$ cat config.mk
export PLATFORM = sky130hd
export DESIGN_NAME = anl_isqrt
export DESIGN_NICKNAME = d
export VERILOG_FILES = /design/src/rtl/core/anl_pkg.sv /design/src/rtl/core/anl_isqrt.sv
export SDC_FILE = /design/constraint.sdc
export NUM_CORES = 1
export LEC_CHECK = 0
export CAP_MARGIN = 20
export CORE_MARGIN = 1
export CORE_UTILIZATION = 43
export DETAILED_ROUTE_END_ITERATION = 10
export DONT_BUFFER_PORTS = 1
export PLACE_DENSITY_LB_ADDON = 0.2
export REMOVE_ABC_BUFFERS = 1
export SLEW_MARGIN = 20
export SYNTH_ARGS = -nofsm -noshare
export SYNTH_HDL_FRONTEND = slang
export SYNTH_SLANG_ARGS = --single-unit
$ cat constraint.sdc
create_clock -name clk -period 6.4 [get_ports clk]
set_clock_uncertainty 0.15 [all_clocks]
set_input_delay 1.28 -clock clk [delete_from_list [all_inputs] [get_ports clk]]
set_output_delay 1.28 -clock clk [all_outputs]
set_load 0.05 [all_outputs]
$ cat src/rtl/core/anl_pkg.sv
package anl_pkg;

  localparam int LOG_LAT = 17;
  localparam int EXP_LAT = 17;
  localparam int ISQ_LAT = 10;
  localparam int Q16_ONE = 65536;

  localparam int LOG10_2_Q24 = 5050445;
  localparam logic [25:0] EXP_DEN = 26'd50504450;
  localparam logic [47:0] EXP_HALF = 48'd25252225;
  localparam logic [30:0] EXP_RECIP = 31'((64'd1 << 56) / 64'd50504450);

  localparam logic CFG_WIND_SPEED      = 1'b0;
  localparam logic CFG_SHIPPING_FACTOR = 1'b1;

  typedef logic signed [31:0] db_t;

  function automatic logic [63:0] isqrt_c(input logic [63:0] v_in);
    logic [63:0] v;
    logic [63:0] r;
    logic [63:0] b;
    v = v_in;
    r = '0;
    b = 64'h4000_0000_0000_0000;
    for (int i = 0; i < 32; i++) begin
      if (v >= r + b) begin
        v = v - (r + b);
        r = (r >> 1) + b;
      end else begin
        r = r >> 1;
      end
      b = b >> 2;
    end
    return r;
  endfunction

  function automatic logic [31:0] log2_c(input logic [63:0] x);
    logic [63:0] m;
    logic [31:0] fr;
    int n;
    n = 0;
    for (int i = 0; i < 63; i++) begin
      if ((x >> (i + 1)) != 0) n = i + 1;
    end
    if (n >= 30) m = x >> (n - 30);
    else m = x << (30 - n);
    fr = '0;
    for (int i = 0; i < 16; i++) begin
      m = (m * m) >> 30;
      fr = fr << 1;
      if (m >= 64'h8000_0000) begin
        m = m >> 1;
        fr = fr | 32'd1;
      end
    end
    return (32'(n) << 16) + fr;
  endfunction

  // 2^(-2^-(i+1)) in Q30
  function automatic logic [30:0] exp_tab(input int i);
    logic [63:0] t;
    t = isqrt_c(64'd1 << 59);
    for (int k = 0; k < i; k++) begin
      t = isqrt_c(t << 30);
    end
    return 31'(t);
  endfunction

endpackage

$ cat src/rtl/core/anl_isqrt.sv
module anl_isqrt import anl_pkg::*; (
  input  logic        clk,
  input  logic        en,
  input  logic [15:0] w,
  output logic [19:0] root
);

  logic [40:0] v_s [ISQ_LAT];
  logic [40:0] r_s [ISQ_LAT];

  for (genvar j = 0; j < ISQ_LAT; j++) begin : g_st
    logic [40:0] v_i;
    logic [40:0] r_i;
    logic [40:0] va;
    logic [40:0] ra;
    logic [40:0] b;

    if (j == 0) begin : g_first
      assign v_i = {1'b0, w, 24'd0};
      assign r_i = '0;
    end else begin : g_next
      assign v_i = v_s[j-1];
      assign r_i = r_s[j-1];
    end

    // two result bits per stage
    always_comb begin
      va = v_i;
      ra = r_i;
      b  = '0;
      for (int k = 0; k < 2; k++) begin
        b = 41'd1 << (2 * (2 * ISQ_LAT - 1 - 2 * j - k));
        if (va >= ra + b) begin
          va = va - (ra + b);
          ra = (ra >> 1) + b;
        end else begin
          ra = ra >> 1;
        end
      end
    end

    always_ff @(posedge clk) begin
      if (en) begin
        v_s[j] <= va;
        r_s[j] <= ra;
      end
    end
  end

  assign root = r_s[ISQ_LAT-1][19:0];

endmodule

# ---- Yosys cells after proc, flatten, opt, wreduce, memory -nomap -nowiden
# Memory sizes are Yosys's and may differ from the RTL's.
# Index checks and enable logic that the tools add are counted.
dict set report word_totals {
  register_bits 0
  ram_bits 820
  out_inout_bits 20
  inputBits 18
  mem_count 2
}
# memory words width read_ports rd_clocked_by_memory_dff write_ports line
set mem_list {}
lappend mem_list {r_s 10 41 10 0 10 anl_isqrt.sv:9} ;# logic [40:0] r_s [ISQ_LAT];
lappend mem_list {v_s 10 41 9 0 10 anl_isqrt.sv:8} ;# logic [40:0] v_s [ISQ_LAT];
dict set report op_classes {
  order_cmp 20
  n_mux 42
  add_sub_neg 58
}
# operator count
set op_table {}
lappend op_table {{two-way mux 41 bit} 39}
lappend op_table {{>= comparator 41 bit} 19}
lappend op_table {{subtractor 41 bit} 18}
lappend op_table {{adder 40 x 1 -> 41 bit, second input constant} 1}
lappend op_table {{adder 40 x 11 -> 41 bit, second input constant} 1}
lappend op_table {{adder 40 x 13 -> 41 bit, second input constant} 1}
lappend op_table {{adder 40 x 15 -> 41 bit, second input constant} 1}
lappend op_table {{adder 40 x 17 -> 41 bit, second input constant} 1}
lappend op_table {{adder 40 x 19 -> 41 bit, second input constant} 1}
lappend op_table {{adder 40 x 21 -> 41 bit, second input constant} 1}
lappend op_table {{adder 40 x 23 -> 41 bit, second input constant} 1}
lappend op_table {{adder 40 x 25 -> 41 bit, second input constant} 1}
lappend op_table {{adder 40 x 27 -> 41 bit, second input constant} 1}
lappend op_table {{adder 40 x 29 -> 41 bit, second input constant} 1}
lappend op_table {{adder 40 x 3 -> 41 bit, second input constant} 1}
lappend op_table {{adder 40 x 31 -> 41 bit, second input constant} 1}
lappend op_table {{adder 40 x 33 -> 41 bit, second input constant} 1}
lappend op_table {{adder 40 x 35 -> 41 bit, second input constant} 1}
lappend op_table {{adder 40 x 5 -> 41 bit, second input constant} 1}
lappend op_table {{adder 40 x 7 -> 41 bit, second input constant} 1}
lappend op_table {{adder 40 x 9 -> 41 bit, second input constant} 1}
lappend op_table {{adder 41 x 1 -> 41 bit, second input constant} 1}
lappend op_table {{adder 41 x 11 -> 41 bit, second input constant} 1}
lappend op_table {{adder 41 x 13 -> 41 bit, second input constant} 1}
lappend op_table {{22 further kinds} 23}

# ---- Longest topological paths before layout
# Gate-level depths: netlist (run 1).
# An unclocked memory read counts as a cell.
dict set report depth {
  word_depth 7
  depth_mapped 25
}

# ---- Worst setup path after synthesis (run 1)
# Ideal clock, no wire load.
dict set report synth_timing {
  path_type {register to register}
  startpoint {mem v_s[5][26]}
  endpoint {mem v_s[6][22], data pin}
  setup_slack_ps 947
  arrival_ps 5041
  path_stages_with_launch 22
  path_cell_list {edfxtp_1 -> ha_1 -> a21o_1 -> a211oi_1 -> nand2b_1 -> a21oi_1 -> buf_2 -> clkinv_1 -> o21ai_0 -> ha_1 -> a211oi_2 -> o21ai_1 -> a41oi_1 -> o21bai_1 -> and4_1 -> a2111oi_2 -> nand2_1 -> or3_1 -> nor2_2 -> inv_2 -> buf_2 -> mux2_1}
}
# item line
set synth_rtl {}
lappend synth_rtl {{from (decl)} anl_isqrt.sv:8}

==> results of run 1 <==
## flip-flops by register name (all words and copies together) (netlist names)
register / flops
v_s: 208
r_s: 110
## power breakdown
part           switching, uW  leakage, uW  internal (uW)
combinational           2320      0.00678           1740
sequential               463      0.00294           2910
clock                    892     0.000645           1410
## per-stage QoR
step                      util, %  hold WS, ns
after floorplan                 -        0.267
after global placement       45.3        0.281
after detailed placement     45.3        0.286
after CTS                    47.6        0.300
after global routing         47.7        0.312
final                        47.7        0.293
## synth_stat cells (all sizes together), types with 55 or more instances
library cell  number  area [um^2]
edfxtp           318         9550
nor2             227          871
ha               203         2540
nand2            196          736
inv              190          713
a21oi            188          945
o21ai            164          825
xnor2            123         1080
xor2              90          788
nor3              86          430
nand3             56          280
a21o              55          414
## worst max-delay path, delay by kind of cell (launching register included)
kind                     cells  cell delay [ns]
multiplexers                 1             0.35
AND/OR/NAND/NOR              5             0.77
adder cells (fa/ha/maj)      2             0.60
flip-flops                   1             0.49
AO/OA/AOI/OAI               10             2.79
buffers and inverters        2             0.35
## area by class of cell
| type | count | area [um^2] |
|---|---|---|
| clock buffer | 46 | 1000 |
| clock inverter | 24 | 338 |
| fill | 5340 | 29700 |
| inverter | 192 | 721 |
| multi-input combinational | 2056 | 14300 |
| sequential | 318 | 9550 |
| tap | 756 | 946 |
| timing repair buffer | 29 | 243 |
## per-layer routing
| layer | GRT usage, % | routed length (um) |
|---|---|---|
| met4 | 6.14 | 1370 |
| met5 | 0 | 0 |
| met1 | 24.9 | 26600 |
| met2 | 35.5 | 29300 |
| met3 | 2.23 | 1650 |
## repair_timing
action,in CTS,in global routing
setup endpoints to repair,0,41
buffers inserted,0,3
hold endpoints to repair,0,0
resized for setup,0,4
hold buffers,0,0
## how the worst max path moves through the flow
stage / from / to / slack [ns]
2_1_floorplan: v_s[7][8] / v_s[8][28] / -1.59
6_report: v_s[6][12] / v_s[7][12] / 0.60
3_3_place_gp: r_s[6][13] / v_s[7][12] / 0.31
3_5_place_dp: r_s[5][17] / v_s[6][40] / 0.28
4_1_cts: r_s[5][17] / v_s[6][40] / 0.20
5_1_grt: r_s[7][9] / v_s[8][8] / -0.0008
## kinds of logic (layout without fill, tap and decap cells)
group	after synthesis	after routing	synth area share (%)
AOI/OAI and AO/OA	705	705	18.6
xor gates and xnor gates	213	213	7.56
adders and majority gates	210	210	10.8
buffers and inverters	249	291	3.99
DFF	318	318	38.5
muxes	52	52	2.42
and+or+nand+nor	876	876	18.1
## cell usage in the layout, fill, tap and decap left out, types with 31 or more instances in the layout
master / Yosys / final
ha_1: 203 / 203
nor3_1: 86 / 86
inv_1: 187 / 187
edfxtp_1: 318 / 318
clkbuf_16: 0 / 39
xor2_1: 90 / 90
a21oi_1: 187 / 187
xnor2_1: 122 / 122
a21o_1: 54 / 54
mux2_2: 34 / 34
nand2b_1: 41 / 41
nand4_1: 31 / 31
nand3_1: 56 / 56
a211oi_1: 42 / 42
nor2b_1: 33 / 33
nand2_1: 196 / 196
nor4_1: 38 / 37
nor2_1: 225 / 225
o21ai_0: 160 / 159
o21a_1: 43 / 43
==> results.yml, run 1 <==
global_routing:
  grt_usage_pct: 19.9
  grt_pass1_wl_um: 96600
  grt_overflow: 0
  grt_pass1_vias: 19062
  grt_max_degree: 319
  antenna_found_initial: 0
setup_path:
  regToRegEndpoint: "v_s[7][12]"
  cp-start-kind: "flip-flop"
  endpoint_kind: "flip-flop"
  required_ns: 6.56
  r2r_slack_ns: 0.60
  rr_worst_depth: 20
  crit_chain: "ha_1 > a21o_1 > a21oi_1 > a21o_1 > a21o_2 > and2_1 > buf_4 > nand2_1 > nand2_1 > ha_1 > a211oi_1 > o21ai_0 > a2111oi_2 > a211oi_1 > a31oi_1 > o31a_1 > nand4_4 > nor2_8 > buf_12 > mux2_2"
  r2r-start: "v_s[6][12]"
  crit_arrival_ns: 5.95
  cp_slowest_cell: "edfxtp_1"
  crit_type: "reg2reg"
  cp_max_fo: 16
  slowest_delay_ns: 0.49
detailed_routing:
  routedWlPerCell_um: 17.2
  dr.pass1.iters: 7
  num_vias: 19473
  vias_per_cell: 5.69
  drt_iter0_drc: 1025
  wirelength_um: 58800
  route.detailed.drc: 0
  drtAntennaViolNets: 0
clock_network:
  path_clk_slew_ns: 0.06
  cts_buffers: 39
  cts_tree: "yes"
  cts_buffer_depth: 3
  h-tree-depth: 2
  clk_latency_ns: 0.57
  cts.sinks: 318
  root_buffer: "clkbuf_16"
sta:
  max_freq_mhz: 172
  min_period_ns: 5.80
  hold_viol: 0
  setup_slack_ns: 0.602
  finalSetupViolCount: 0
  final_max_slew_viol_count: 0
  timing.max_slew.rel_slack_pct: 27.2
  tightest_slew_ns: 1.09
  setup_tns_ns: 0
  timing.final.crit_share_pct: 90.6
floorplan:
  dieArea_um2: 58600
  dieHeight_um: 242
  num_rows: 87
  pin_count: 38
  die_x_um: 242
  start_util_pct: 43.7
  core-area_um2: 56700
logic_synthesis:
  postSynthCellCount: 2623
  synth_edf_count: 318
  ys.flop_type: "edfxtp_1"
  synthArstFlopShare_pct: 0
  synth_seq_cells: 318
  netlist-cell-type-count: 101
  yosysSeqAreaShare_pct: 38.5
  synth_area_um2: 24800
  avgSynthCellArea_um2: 9.45
  yosys_warnings: 0
min_path:
  hold_end: "v_s[2][27]"
  hp-start: "v_s[1][27]"
  hold_depth: 0
  min_path_type: "reg2reg"
power:
  peakVddDrop_mv: 0.263
  p_total_uw: 9740
  p_leak_uw: 0.0104
  powerDensity_nw_per_um2: 360
place:
  globalplace.congestion: 0.903
  pre_cts_ws_ns: 0.282
  place_inst: 3348
  placed_area_um2: 25700
  port_buffers: 0
  hpwlAfterDp_um: 45700
cells_and_area:
  num_antenna_cells: 0
  finish.net_count: 2864
  drive_above_1_share_pct: 7.02
  syn2layout_area_growth_pct: 9.17
  final_cells: 3421
  post-route-cell-area_um2: 27100
status:
  outcome: "completed"
flow_run:
  max-cap-violations: 0
(Power assumes the default switching activity.)
==> run 2, diff against run 1 <==
--- a/config.mk
+++ b/config.mk
@@ -6,6 +6,8 @@
 export NUM_CORES = 1
 export LEC_CHECK = 0
 export CAP_MARGIN = 20
+export CELL_PAD_IN_SITES_DETAIL_PLACEMENT = 0
+export CELL_PAD_IN_SITES_GLOBAL_PLACEMENT = 1
 export CORE_MARGIN = 1
 export CORE_UTILIZATION = 43
 export DETAILED_ROUTE_END_ITERATION = 10
==> run 2 against run 1 <==
Total power down 1.5%; routed wire length down 0.29%; clock-buffer cell count down 4; maximum frequency down 1.3%; largest cell class unchanged; sequential share of layout area up 0.057 points; design area down 0.16%; global-route usage down 0.098 points; final cell count up 0.26%; clock power down 7%.
==> results.yml, run 2 (synthesis gave the netlist of run 1 again) <==
place:
  placed_area_um2: 25800
  port_buffers: 0
  place_inst: 3359
  globalplace.congestion: 0.857
  pre_cts_ws_ns: 0.217
  hpwlAfterDp_um: 45500
min_path:
  hp-start: "r_s[3][24]"
  min_path_type: "reg2reg"
sta:
  max_freq_mhz: 170
  min_period_ns: 5.88
  rsz0062_at_grt: "false"
  setup_slack_ns: 0.523
  hold_viol: 0
  finalSetupViolCount: 0
  final_max_slew_viol_count: 0
  timing.max_slew.rel_slack_pct: 17.6
  tightest_slew_ns: 1.24
  timing.final.crit_share_pct: 91.8
clock_network:
  path_clk_slew_ns: 0.06
  h-tree-depth: 2
  cts_tree: "yes"
  root_buffer: "clkbuf_16"
  cts_buffers: 39
  clk_latency_ns: 0.56
  cts_hold_buffers: 0
  cts.sinks: 318
  postCtsSetupBuffers: 0
  cts_buffer_depth: 3
floorplan:
  dieHeight_um: 242
  num_rows: 87
  start_util_pct: 43.7
  dieArea_um2: 58600
  pin_count: 38
  core-area_um2: 56700
  die_x_um: 242
cells_and_area:
  final_cells: 3430
  largest_reg_flops: 208
  final_common_cell: "edfxtp_1"
  num_antenna_cells: 0
  largestRegisters: "v_s (208), r_s (110)"
  regMostFlops: "v_s"
  mostFrequentLayoutCells: "edfxtp_1 (318), nor2_1 (225), ha_1 (203)"
  drive_above_1_share_pct: 7.52
  finish.net_count: 2872
  syn2layout_area_growth_pct: 8.99
  post-route-cell-area_um2: 27000
setup_path:
  cp_max_fo: 17
  crit_type: "reg2reg"
  cp_slowest_cell: "edfxtp_1"
  slowest_delay_ns: 0.45
  crit_arrival_ns: 6.04
  r2r-start: "r_s[6][13]"
  startpoint: "r_s[6][13]"
  cp-start-kind: "flip-flop"
  crit_chain: "inv_1 > ha_1 > a21o_1 > a21oi_1 > a21o_1 > a21o_2 > and2_1 > inv_2 > nand2_1 > nand2_1 > ha_1 > a211oi_1 > o21ai_0 > a2111oi_2 > a211oi_1 > a31oi_1 > o31a_1 > nand4_4 > nor2_8 > mux2_2"
  required_ns: 6.56
  endpoint_kind: "flip-flop"
status:
  outcome: "completed"
detailed_routing:
  routedWlPerCell_um: 17.1
  vias_per_cell: 5.64
  wirelength_um: 58700
  drtAntennaViolNets: 0
  route.detailed.drc: 0
  drt_iter0_drc: 1048
  dr.pass1.iters: 5
  num_vias: 19341
global_routing:
  grt_usage_pct: 19.8
  grt_max_degree: 319
  antenna_found_initial: 0
  grt_overflow: 0
  grt_pass1_vias: 19015
  grt_pass1_wl_um: 95300
power:
  p_leak_uw: 0.0104
  p_total_uw: 9590
  powerDensity_nw_per_um2: 355
  peakVddDrop_mv: 0.207
flow_run:
  max-cap-violations: 0
-- run 2: cell count changes in the layout (fill, tap and decap cells not counted) --
cell        change
clkinvlp_4      +3
clkbuf_1        -5
bufinv_16       -5
clkinv_4        +1
clkinv_2        +4
inv_16          -1
clkinv_8        -1
inv_6           +3
clkbuf_16       +1
buf_12          -1
inv_8           +1
buf_4           +9
-- run 2: per-stage QoR --
| stage | hold slack [ns] | utilization [%] | setup TNS [ns] |
|---|---|---|---|
| detailed placement | 0.288 | 45.4 | 0 |
| global route | 0.310 | 47.6 | 0 |
| global placement | 0.284 | 45.4 | 0 |
| CTS | 0.302 | 47.6 | 0 |
| finish | 0.300 | 47.6 | 0 |
| floorplan | 0.267 | - | -37.04 |
-- run 2: final timing paths --
kind	slack (ns)	endpoint	depth (start not counted)
worst max-delay path	0.52	v_s[7][16]	20
worst min-delay path	0.30	r_s[4][22]	0
worst max register to register	0.52	v_s[7][16]	20
worst min register to register	0.30	r_s[4][22]	0
-- run 2: cell type report --
cell class	instances	area, um^2
Clock buffer	42	1010
Sequential cell	318	9550
Timing Repair Buffer	37	290
Clock inverter	29	240
Tap cell	756	946
Multi-Input combinational cell	2056	14300
Fill cell	5323	29700
Inverter	192	721
-- run 2: power breakdown --
part / switching, uW / internal (uW) / total (uW)
clock: 907 / 1240 / 2140
combinational: 2350 / 1750 / 4100
sequential: 441 / 2910 / 3350
total: 3690 / 5900 / 9590
-- run 2: routing by layer --
| layer | track usage, % | part of all wire [%] | up-vias |
|---|---|---|---|
| li1 | - | - | 9819 |
| met1 | 24.1 | 45 | 9130 |
| met2 | 35.8 | 49 | 299 |
| met3 | 2.14 | 2.8 | 93 |
| met4 | 7.07 | 2.9 | 0 |
| met5 | 0 | 0 | - |
-- run 2: timing repair --
item                                    in CTS  in global routing
resized for setup                            0                  4
endpoints found under the setup margin       0                 16
hold endpoints to repair                     0                  0
-- run 2: critical path, delay by kind of cell (launching register included) --
kind	cells	cell delay, ns
flops	1	0.45
buf+inv	2	0.22
fa+ha+maj	2	0.54
simple gates	5	1.12
compound gates	10	2.74
mux	1	0.38
